<file path="src/rtl/ltpl_pkg.sv">
package ltpl_pkg;

    localparam int SAMPLE_W = 28;
    localparam int DEPTH    = 256;
    localparam int PTR_W    = 8;
    localparam int LEN_W    = 9;
    localparam int GAIN_W   = 17;
    localparam int RC_W     = 24;
    localparam int SUM_W    = 38;
    localparam int QDEPTH   = 4;
    localparam int QPTR_W   = 2;

    localparam logic [GAIN_W-1:0] GAIN_ONE   = 17'd65536;
    localparam logic [GAIN_W-1:0] GAIN_FLOOR = 17'd1966;
    localparam logic [LEN_W-1:0]  LEN_MIN    = 9'd32;
    localparam logic [LEN_W-1:0]  LEN_MAX    = 9'd256;

    typedef enum logic [1:0] {
        CFG_ENABLE  = 2'd0,
        CFG_LENGTH  = 2'd1,
        CFG_RELEASE = 2'd2,
        CFG_CEILING = 2'd3
    } t_cfg_idx;

    typedef struct packed {
        logic              enable;
        logic [LEN_W-1:0]  length;
        logic [RC_W-1:0]   release_coeff;
        logic [GAIN_W-1:0] ceiling;
    } t_cfg;

    typedef struct packed {
        logic signed [SAMPLE_W-1:0] left;
        logic signed [SAMPLE_W-1:0] right;
        logic [SAMPLE_W-1:0]        peak;
    } t_item;

    // Catmull-Rom weights in 1/128 at t = 1/4, 1/2, 3/4
    function automatic logic signed [7:0] cr_weight(input logic [1:0] k, input logic [1:0] j);
        logic signed [7:0] w;
        w = 8'sd0;
        case (k)
            2'd0: begin
                case (j)
                    2'd0: w = -8'sd9;
                    2'd1: w = 8'sd111;
                    2'd2: w = 8'sd29;
                    default: w = -8'sd3;
                endcase
            end
            2'd1: begin
                case (j)
                    2'd0: w = -8'sd8;
                    2'd1: w = 8'sd72;
                    2'd2: w = 8'sd72;
                    default: w = -8'sd8;
                endcase
            end
            default: begin
                case (j)
                    2'd0: w = -8'sd3;
                    2'd1: w = 8'sd29;
                    2'd2: w = 8'sd111;
                    default: w = -8'sd9;
                endcase
            end
        endcase
        return w;
    endfunction

    function automatic logic [SAMPLE_W-1:0] mag_s(input logic signed [SAMPLE_W-1:0] v);
        return v[SAMPLE_W-1] ? SAMPLE_W'(-v) : SAMPLE_W'(v);
    endfunction

    function automatic logic [SAMPLE_W-1:0] max_u(input logic [SAMPLE_W-1:0] a,
                                                  input logic [SAMPLE_W-1:0] b);
        return (a > b) ? a : b;
    endfunction

endpackage

</file>
<file path="src/rtl/ltpl_queue.sv">
module ltpl_queue (
    input  logic            i_clk,
    input  logic            i_rst_n,
    input  logic            i_push,
    output logic            o_push_ready,
    input  ltpl_pkg::t_item i_item,
    output logic            o_pop_valid,
    input  logic            i_pop,
    output ltpl_pkg::t_item o_head
);
    import ltpl_pkg::*;

    t_item            r_mem [QDEPTH];
    logic [QPTR_W-1:0] r_wp, r_rp;
    logic [QPTR_W:0]   r_cnt;
    logic              do_push, do_pop;

    assign o_push_ready = (r_cnt != (QPTR_W+1)'(QDEPTH));
    assign o_pop_valid  = (r_cnt != '0);
    assign o_head       = r_mem[r_rp];
    assign do_push      = i_push && o_push_ready;
    assign do_pop       = i_pop && o_pop_valid;

    always_ff @(posedge i_clk) begin
        if (do_push) r_mem[r_wp] <= i_item;
    end

    always_ff @(posedge i_clk) begin
        if (!i_rst_n) begin
            r_wp  <= '0;
            r_rp  <= '0;
            r_cnt <= '0;
        end else begin
            if (do_push) r_wp <= r_wp + 1'b1;
            if (do_pop)  r_rp <= r_rp + 1'b1;
            if (do_push && !do_pop) r_cnt <= r_cnt + 1'b1;
            else if (do_pop && !do_push) r_cnt <= r_cnt - 1'b1;
        end
    end

endmodule

</file>
<file path="config.mk">
export PLATFORM = sky130hd
export DESIGN_NAME = ltpl_queue
export DESIGN_NICKNAME = d
export VERILOG_FILES = /design/src/rtl/ltpl_pkg.sv /design/src/rtl/ltpl_queue.sv
export SDC_FILE = /design/constraint.sdc
export NUM_CORES = 1
export LEC_CHECK = 0
export ABC_AREA = 1
export BUFFER_PORTS_ARGS = -buffer_cell sky130_fd_sc_hd__buf_2
export CORE_ASPECT_RATIO = 2
export CORE_MARGIN = 5
export CORE_UTILIZATION = 25
export DETAILED_ROUTE_END_ITERATION = 12
export PLACE_DENSITY_LB_ADDON = 0.1
export RECOVER_POWER = 50
export SLEW_MARGIN = 20
export SYNTH_ARGS = -nofsm -noshare
export SYNTH_HDL_FRONTEND = slang
export SYNTH_SLANG_ARGS = --single-unit
</file>
<file path="constraint.sdc">
create_clock -name i_clk -period 6.26 [get_ports i_clk]
set_input_delay 0.939 -clock i_clk [delete_from_list [all_inputs] [get_ports i_clk]]
set_output_delay 0.939 -clock i_clk [all_outputs]
set_load 0.02 [all_outputs]
</file>
==> summary.md <==
| Metric | Value |
|---|---|
| MaxCap Viol Count | `3` |
| Final min period | `4040 ps` |
| Fin crit share | `64.5%` |
| DR top layer | `met5` |
| Via Count | `7811` |
| PwrDens | `423 nW/µm²` |
| Wire length on met1 | `14400 µm` |
| Core Util, Final | `29.9%` |
| Run status | `finished, violations left` |
| DIE AREA | `59300 µm²` |
| Vias in the first global route | `8202` |
| CTS tree | `built` |
| Routed Antenna Nets | `0` |
| Placer Congestion | `0.684` |
| Max-Slew Margin vs Limit | `-94.4%` |
| Area grow syn2layout | `18.1%` |
| Worst min path class | `flip-flop to flip-flop` |
| GR Overflow Total | `0` |
| Row count | `120` |
| Worst Reg-to-Reg Cells | `5` |
| Largest net degree at the start of global routing | `72` |
| Biggest cell delay along the critical path | `870 ps` |
| Crit. End Element | `output pin` |
| CTS Buffer Depth | `3` |
| Drt first-iter violations | `379` |
| Die height | `339 µm` |
| Hold WS | `495 ps` |
| Ys Warns | `0` |
| Hold path startpoint | `r_rp[1]$_SDFFE_PN0P_` |
| Fin Setup TNS | `0 ps` |
| Post-Synthesis Cell Area | `13600 µm²` |
| Vias per inst | `4.47` |
| Worst slew pin tran | `2920 ps` |
| Peak Freq | `0.248 GHz` |
| CTS resizes | `0` |
| Hold path depth | `2` |
| Number of distinct library cells after synthesis | `25` |
| RSZ-0062 raised after global routing | `no` |
| Syn Nets | `974` |
| Core Footprint | `53600 µm²` |
| Hold Vio Cnt, Final | `0` |
| Cts hold-fix bufs | `0` |
| Skew final | `12.0 ps` |
| Mapped Cells | `880` |
| PortBufs | `173` |
| Synth top area share | `74.4%` |
| Violated checks | `max-capacitance violations, max-slew violations` |
| CTS root buf | `clkbuf_16` |
| Worst EP required | `5320 ps` |
| Layout cells sized above 1 | `23.3%` |
| Top delay family on crit path | `buffers and inverters` |
| Leak pwr | `0.00518 µW` |
| Slowest stage cell, crit path | `clkinv_2` |
| Setup CP Type | `flip-flop to output pin` |
| Gr usage total | `11.8%` |
| Antenna violations before repair | `4` |
| Worst Path Max Fanout | `52` |
| Starting density of the core | `25.3%` |
| Total CTS buffers | `35` |
| Worst path cell trace | `clkinv_2 -> buf_4 -> o21ai_0 -> o22ai_1 -> buf_2` |
| Total Wirelength | `36000 µm` |
| DR WL/cell | `20.6 µm` |
| Post-CTS setup buffers | `0` |
| Layout Nets | `1143` |
| First-pass GRT wire length | `52800 µm` |
| Final setup fails | `0` |
| Die Width | `175 µm` |
| Dpl hpwl | `21600 µm` |
| FF-to-FF Start | `r_cnt[0]$_SDFFE_PN0P_` |
| Flops & latches, synth | `345` |
| Clock latency on the worst-skew pair | `530 ps` |
| # IOs | `174` |
| Worst-case vdd ir drop | `0.209 mV` |
| Buf/Inv on CP | `3` |
| H-tree depth | `2` |
| TritonRoute pass-1 iters | `4` |
| Met2 wire len | `18900 µm` |
| R2r setup slk | `2610 ps` |
| Clock sinks | `345` |
| Post-route cell area | `16000 µm²` |
| Fin. max-slew vios | `77` |
| Top cells by area, synth | `edfxtp_1 (74%), o21ai_0 (4.9%), nor2_1 (3.9%)` |
| Data arrival, critical path | `3100 ps` |
| Critical path launch point type | `flip-flop` |
| Dpl cell area | `15100 µm²` |
| Met3 wire length | `1800 µm` |
| CTS clk-pin slew, worst paths | `60 ps` |
| Sequential area share after synthesis | `75.7%` |
| Cell taking the most area after synthesis | `edfxtp_1` |
| Number of remaining DRC errors | `0` |
| R2R Path End | `r_mem[3][53]$_DFFE_PP_` |
| Syn Area/Cell | `15.4 µm²` |
synth_stat cells (all sizes together):
cell type / n
edfxtp: 336
nor2: 182
o21ai: 169
o22ai: 84
buf: 27
clkbuf: 27
inv: 16
nand2: 15
dfxtp: 9
ha: 5
nand3: 4
a21oi: 3
fa: 1
nand3b: 1
xor2: 1
worst register-to-register path, stage by stage (launching register included):
cell	delay, ps
dfxtp_1	390
nor2_1	90
nand2_1	120
nand2_1	200
nor2_1	1680
buf_4	750
layout by cell type (no fill, tap or decap), drive strengths merged:
cell type,synthesis,routed
o21ai,169,169
clkbuf,27,129
bufinv,0,2
inv,16,15
xor2,1,1
nor2,182,182
clkinv,0,18
edfxtp,336,336
buf,27,101
o22ai,84,84
nand3b,1,1
fa,1,1
dfxtp,9,9
nand2,15,15
nand3,4,4
a21oi,3,3
ha,5,5
diode,0,2
layer usage:
| layer | global-route usage [%] | up-vias |
|---|---|---|
| li1 | - | 3642 |
| met1 | 13.4 | 3942 |
| met2 | 21.4 | 174 |
| met3 | 2.87 | 49 |
| met4 | 3.97 | 4 |
| met5 | 0 | - |
per-stage QoR:
| step | power [µW] | setup WS [ps] | instances |
|---|---|---|---|
| floorplan | 4250 | 1160 | 880 |
| global placement | 4890 | 2700 | 1683 |
| detailed placement | 4890 | 2630 | 1683 |
| CTS | 6970 | 2030 | 1746 |
| global route | 7160 | 1920 | 1747 |
| finish | 6780 | 2220 | 1748 |
flip-flops by register name, summed over array words and instances, names as in the netlist, named ones only:
signal,cells
r_mem,336
r_cnt,3
r_rp,2
r_wp,2
kinds of logic (layout without fill, tap and decap cells):
group / Yosys count / after routing / synth area share (%)
fa+ha+maj: 6 / 6 / 0.609
xor+xnor: 1 / 1 / 0.0646
compound gates: 256 / 256 / 12.5
simple gates: 202 / 202 / 7.90
other cells: 0 / 2 / 0
flops: 345 / 345 / 75.7
buf+inv: 70 / 265 / 3.22
worst max path at each step:
stage / startpoint / cells past startpoint / end
floorplan: i_push / 2 / r_mem[0][0]$_DFFE_PP_
global placement: flip-flop / 5 / o_head[44]
detailed placement: flip-flop / 5 / o_head[79]
CTS: flip-flop / 5 / o_head[79]
global route: flip-flop / 5 / o_head[79]
finish: flip-flop / 5 / o_head[79]
power breakdown:
part / leakage (µW) / switching (µW) / internal [µW]
Combinational: 0.00149 / 1310 / 523
Sequential: 0.00315 / 109 / 2810
Clock: 0.000536 / 870 / 1160
Total: 0.00518 / 2290 / 4490
final cells by class:
class / count / area, µm²
Timing Repair Buffer: 186 / 867
Multi-Input combinational cell: 465 / 2880
Clock inverter: 19 / 136
Tap cell: 671 / 840
Clock buffer: 44 / 952
Inverter: 16 / 68.8
Sequential cell: 345 / 10300
Fill cell: 5388 / 37600
Antenna cell: 2 / 5.00
(Power assumes the default switching activity.)
