### config.mk
export PLATFORM = sky130hd
export DESIGN_NAME = ltpl_front
export DESIGN_NICKNAME = d
export VERILOG_FILES = /design/src/rtl/ltpl_pkg.sv /design/src/rtl/ltpl_front.sv
export SDC_FILE = /design/constraint.sdc
export NUM_CORES = 2
export LEC_CHECK = 0
export ABC_AREA = 0
export BUFFER_PORTS_ARGS = -buffer_cell sky130_fd_sc_hd__buf_2
export CORE_ASPECT_RATIO = 0.75
export CORE_MARGIN = 5
export CORE_UTILIZATION = 53
export DETAILED_ROUTE_END_ITERATION = 6
export GPL_ROUTABILITY_DRIVEN = 0
export PLACE_DENSITY = 0.7
export SLEW_MARGIN = 25
export SYNTH_ARGS = -nofsm -noshare
export SYNTH_HDL_FRONTEND = slang
export SYNTH_SLANG_ARGS = --single-unit
### constraint.sdc
create_clock -name i_clk -period 19.6 [get_ports i_clk]
set_input_delay 0.98 -clock i_clk [delete_from_list [all_inputs] [get_ports i_clk]]
set_output_delay 0.98 -clock i_clk [all_outputs]
set_load 0.01 [all_outputs]
### src/rtl/ltpl_pkg.sv
package ltpl_pkg;

    localparam int SAMPLE_W = 28;
    localparam int DEPTH    = 256;
    localparam int PTR_W    = 8;
    localparam int LEN_W    = 9;
    localparam int GAIN_W   = 17;
    localparam int RC_W     = 24;
    localparam int SUM_W    = 38;
    localparam int QDEPTH   = 4;
    localparam int QPTR_W   = 2;

    localparam logic [GAIN_W-1:0] GAIN_ONE   = 17'd65536;
    localparam logic [GAIN_W-1:0] GAIN_FLOOR = 17'd1966;
    localparam logic [LEN_W-1:0]  LEN_MIN    = 9'd32;
    localparam logic [LEN_W-1:0]  LEN_MAX    = 9'd256;

    typedef enum logic [1:0] {
        CFG_ENABLE  = 2'd0,
        CFG_LENGTH  = 2'd1,
        CFG_RELEASE = 2'd2,
        CFG_CEILING = 2'd3
    } t_cfg_idx;

    typedef struct packed {
        logic              enable;
        logic [LEN_W-1:0]  length;
        logic [RC_W-1:0]   release_coeff;
        logic [GAIN_W-1:0] ceiling;
    } t_cfg;

    typedef struct packed {
        logic signed [SAMPLE_W-1:0] left;
        logic signed [SAMPLE_W-1:0] right;
        logic [SAMPLE_W-1:0]        peak;
    } t_item;

    // Catmull-Rom weights in 1/128 at t = 1/4, 1/2, 3/4
    function automatic logic signed [7:0] cr_weight(input logic [1:0] k, input logic [1:0] j);
        logic signed [7:0] w;
        w = 8'sd0;
        case (k)
            2'd0: begin
                case (j)
                    2'd0: w = -8'sd9;
                    2'd1: w = 8'sd111;
                    2'd2: w = 8'sd29;
                    default: w = -8'sd3;
                endcase
            end
            2'd1: begin
                case (j)
                    2'd0: w = -8'sd8;
                    2'd1: w = 8'sd72;
                    2'd2: w = 8'sd72;
                    default: w = -8'sd8;
                endcase
            end
            default: begin
                case (j)
                    2'd0: w = -8'sd3;
                    2'd1: w = 8'sd29;
                    2'd2: w = 8'sd111;
                    default: w = -8'sd9;
                endcase
            end
        endcase
        return w;
    endfunction

    function automatic logic [SAMPLE_W-1:0] mag_s(input logic signed [SAMPLE_W-1:0] v);
        return v[SAMPLE_W-1] ? SAMPLE_W'(-v) : SAMPLE_W'(v);
    endfunction

    function automatic logic [SAMPLE_W-1:0] max_u(input logic [SAMPLE_W-1:0] a,
                                                  input logic [SAMPLE_W-1:0] b);
        return (a > b) ? a : b;
    endfunction

endpackage

### src/rtl/ltpl_front.sv
module ltpl_front (
    input  logic                            i_clk,
    input  logic                            i_rst_n,
    input  logic                            i_enable,
    input  logic                            i_valid,
    output logic                            o_stall,
    input  logic signed [ltpl_pkg::SAMPLE_W-1:0] i_left,
    input  logic signed [ltpl_pkg::SAMPLE_W-1:0] i_right,
    output logic                            o_push_valid,
    input  logic                            i_push_ready,
    output ltpl_pkg::t_item                 o_item
);
    import ltpl_pkg::*;

    typedef enum logic [1:0] {F_IDLE, F_CALC, F_PUSH} t_fstate;

    t_fstate r_state;
    logic signed [SAMPLE_W-1:0] r_l, r_r;
    logic signed [SAMPLE_W-1:0] r_hl [3];
    logic signed [SAMPLE_W-1:0] r_hr [3];
    logic [SAMPLE_W-1:0] r_peak;
    logic                r_ch;
    logic [1:0]          r_k;

    logic signed [SAMPLE_W-1:0] p [4];
    logic signed [SUM_W-1:0]    s;
    logic [SUM_W-1:0]           ms, mt;
    logic [SAMPLE_W-1:0]        m_sat;
    logic [SAMPLE_W-1:0]        n_start;

    assign o_stall      = (r_state != F_IDLE);
    assign o_push_valid = (r_state == F_PUSH);
    assign o_item       = '{left: r_l, right: r_r, peak: r_peak};

    // one interpolation point per cycle
    always_comb begin
        p[0] = r_ch ? r_hr[0] : r_hl[0];
        p[1] = r_ch ? r_hr[1] : r_hl[1];
        p[2] = r_ch ? r_hr[2] : r_hl[2];
        p[3] = r_ch ? r_r : r_l;
        s = '0;
        for (int j = 0; j < 4; j++) begin
            s = s + SUM_W'(cr_weight(r_k, 2'(j))) * SUM_W'(p[j]);
        end
        ms = s[SUM_W-1] ? SUM_W'(-s) : SUM_W'(s);
        mt = ms + SUM_W'(64);
        m_sat = (|mt[SUM_W-1:SAMPLE_W+7]) ? {SAMPLE_W{1'b1}} : mt[SAMPLE_W+6:7];
    end

    always_comb begin
        n_start = max_u(mag_s(i_left), mag_s(i_right));
        if (i_enable) begin
            n_start = max_u(n_start, max_u(mag_s(r_hl[1]), mag_s(r_hl[2])));
            n_start = max_u(n_start, max_u(mag_s(r_hr[1]), mag_s(r_hr[2])));
        end
    end

    always_ff @(posedge i_clk) begin
        if (!i_rst_n) begin
            r_state <= F_IDLE;
            r_ch    <= 1'b0;
            r_k     <= 2'd0;
            r_peak  <= '0;
            r_l     <= '0;
            r_r     <= '0;
            for (int i = 0; i < 3; i++) begin
                r_hl[i] <= '0;
                r_hr[i] <= '0;
            end
        end else begin
            unique case (r_state)
                F_IDLE: begin
                    if (i_valid) begin
                        r_l     <= i_left;
                        r_r     <= i_right;
                        r_peak  <= n_start;
                        r_ch    <= 1'b0;
                        r_k     <= 2'd0;
                        r_state <= i_enable ? F_CALC : F_PUSH;
                    end
                end
                F_CALC: begin
                    r_peak <= max_u(r_peak, m_sat);
                    if (r_k == 2'd2) begin
                        r_k <= 2'd0;
                        if (r_ch) begin
                            // advance both histories
                            r_hl[0] <= r_hl[1];
                            r_hl[1] <= r_hl[2];
                            r_hl[2] <= r_l;
                            r_hr[0] <= r_hr[1];
                            r_hr[1] <= r_hr[2];
                            r_hr[2] <= r_r;
                            r_state <= F_PUSH;
                        end
                        r_ch <= 1'b1;
                    end else begin
                        r_k <= r_k + 2'd1;
                    end
                end
                F_PUSH: begin
                    if (i_push_ready) r_state <= F_IDLE;
                end
                default: r_state <= F_IDLE;
            endcase
        end
    end

endmodule

==> flow_summary_export.csv <==
group,metric,value,unit
run,cap_violations,0,
floorplan,die_w,339.6,um
routing,routed_wl,131.2,mm
logic_synthesis,synth_ff_type,"edfxtp_1",
routing,wl_met3,17.28,mm
placed_design,hpwl,110.7,mm
grt,grt_pass1_wl,203.7,mm
worst_hold_path,hold_path.class,"reg2reg",
clock_tree,cts-root-buf,"clkbuf_16",
setup_path,crit_required,20.07,ns
final_layout,nets,5843,
routing,wl_met2,53.46,mm
run_status,status,"complete, but fails checks",
timing,finalHoldViolCount,0,
grt,grt_usage,0.3011,
clock_tree,cts.hold.buffers_added,0,
timing,fin_crit_sh,0.7863,
floorplan,fp.dieH,257.2,um
clock_tree,cts_tree,"yes",
timing,skew,0.01624,ns
final_layout,num-fill-cells,7119,
timing,rsz0062_at_grt,"false",
timing,timing.final.setup_violations,0,
routing,wl_per_cell,22.37,um
placed_design,io_buffers,146,
clock_tree,htreeDepth,1,
clock_tree,post_cts_buffers,0,
timing,tightestPinTransition,1.253,ns
final_layout,fin_area,45630,sq um
final_layout,layout.area.seq,6834,sq um
setup_path,critPathKind,"reg2reg",
clock_tree,insertion_delay,0.58,ns
routing,first_iter_violations,4061,
logic_synthesis,ys_warn_count,0,
logic_synthesis,synth_edf_count,168,
logic_synthesis,syn_area_per_cell,9.081,sq um
clock_tree,cts_resized,0,
logic_synthesis,synth_nets,5811,
logic_synthesis,syn_inst,4754,
placed_design,dpl-instance-area,44890,sq um
setup_path,path_max_fanout,48,
floorplan,coreArea,80630,sq um
setup_path,cpPeakStageDelay,0.74,ns
routing,ant_nets,0,
final_layout,final_cell_mix,"inv_1 (915), fa_1 (660), nor2_1 (402)",
routing,wl_met1,55.14,mm
timing,slew_viol_final,0,
run_status,violations,"design-rule violations",
routing,dr.pass1.iters,7,
clock_tree,cts_buffers,23,
clock_tree,path_clk_slew,0.07,ns
floorplan,start_util,0.5355,
grt,grt_max_degree,110,
grt,antenna_found_initial,6,
logic_synthesis,synth_cell_type_count,86,
setup_path,worstSetupStartpointType,"flop",
final_layout,synthToLayoutAreaGrowth,5.683,%
timing,fin_crit,15.41,ns
clock_tree,clockBufferDepth,3,
timing,fmax,64.88,MHz
routing,viasPerCell,5.844,
final_layout,layout_commonest_cell,"inv_1",
logic_synthesis,seq_area_frac_synth,0.1581,
routing,drc_errors,4,
grt,grt_pass1_vias,33806,
grt,grt_overflow,0,
floorplan,rows,90,
setup_path,arrival,15.88,ns
final_layout,multi_input_area,32310,sq um
floorplan,ios,147,
timing,fin_setup_tns,0,ns
routing,num_vias,34271,
floorplan,die-area,87320,sq um
logic_synthesis,async_flop_share,0,
final_layout,drive_above_1_share,0.07079,
setup_path,end_kind,"flop",
routing,routed.top_layer,"met5",
logic_synthesis,yosys_register_bits,257,
clock_tree,numClockSinks,257,
logic_synthesis,synth_area,43170,sq um
timing,slew_headroom,0.1575,
setup_path,critPathSlowestCell,"buf_4",
-- final timing paths --
path | from | to | slack (ns) | cells past startpoint
max reg2reg | r_ch | r_peak[27] | 4.19 | 45
max | r_ch | r_peak[27] | 4.19 | 45
min reg2reg | r_l[27] | r_l[27] | 0.49 | 2
min | r_l[27] | r_l[27] | 0.49 | 2
-- layout make-up --
class / count / share of cell area
clock buffers: 32 / 0.01368
inverters: 918 / 0.07552
clock inverters: 10 / 0.001371
repair buffers: 181 / 0.02221
flip-flops and latches: 257 / 0.1498
diodes: 3 / 0.0001645
well taps: 1058 / 0.02901
multi-input cells: 3405 / 0.7082
-- cells in the mapped netlist, types with 47 or more instances --
library cell	n	area share
fa_1	660	0.31
edfxtp_1	168	0.12
nand4_1	49	0.0071
mux2_2	47	0.012
ha_1	336	0.097
clkbuf_1	143	0.012
nand2_1	317	0.028
inv_1	915	0.080
xnor2_1	96	0.019
o21ai_0	175	0.020
a21oi_1	192	0.022
xor2_1	141	0.029
a21o_1	72	0.013
and2_1	170	0.025
o31ai_1	54	0.0094
nor2_1	405	0.035
dfxtp_1	89	0.041
mux2i_1	152	0.035
-- state kept, by name (all words and copies together), names as in the netlist --
name,flops
r_r,28
r_ch,1
r_l,28
r_k,2
r_hl,84
r_peak,28
r_state,2
r_hr,84
-- metal layers --
layer  global-route usage  up-vias
met3              0.09786      221
met4              0.09176        6
li1                     -    15461
met2               0.4276     1800
met5             0.004934        -
met1               0.4382    16783
-- metrics by stage --
stage	hold slack, ns	utilization	std cells	setup slack (ns)
5_1_grt	0.5115	0.5658	5861	3.389
4_1_cts	0.4884	0.5653	5860	4.483
6_report	0.4875	0.5659	5864	4.188
3_3_place_gp	0.4681	0.5568	5818	4.906
2_1_floorplan	0.4747	-	4754	6.455
3_5_place_dp	0.4781	0.5568	5818	4.538
-- logic make-up (layout without fill, tap and decap cells) --
group	after synthesis	after routing	share of synthesized area
simple gates	1271	1271	0.1428
buf+inv	1092	1141	0.09555
fa+ha+maj	997	997	0.4037
compound gates	700	700	0.1040
flops	257	257	0.1581
xor+xnor	237	237	0.04808
mux	200	200	0.04785
other cells	0	3	0
-- worst max-delay path, delay by kind of cell, from the launching register on --
family          cells  cell delay [ns]
fa+ha+maj          10             4.60
compound gates     18             4.38
simple gates        9             3.27
mux                 2             0.98
buf+inv             4             0.90
flops               1             0.71
xor+xnor            2             0.32
Power is not shown: default switching activity piles up to over one toggle a cycle in this logic, so the estimate is an artifact.
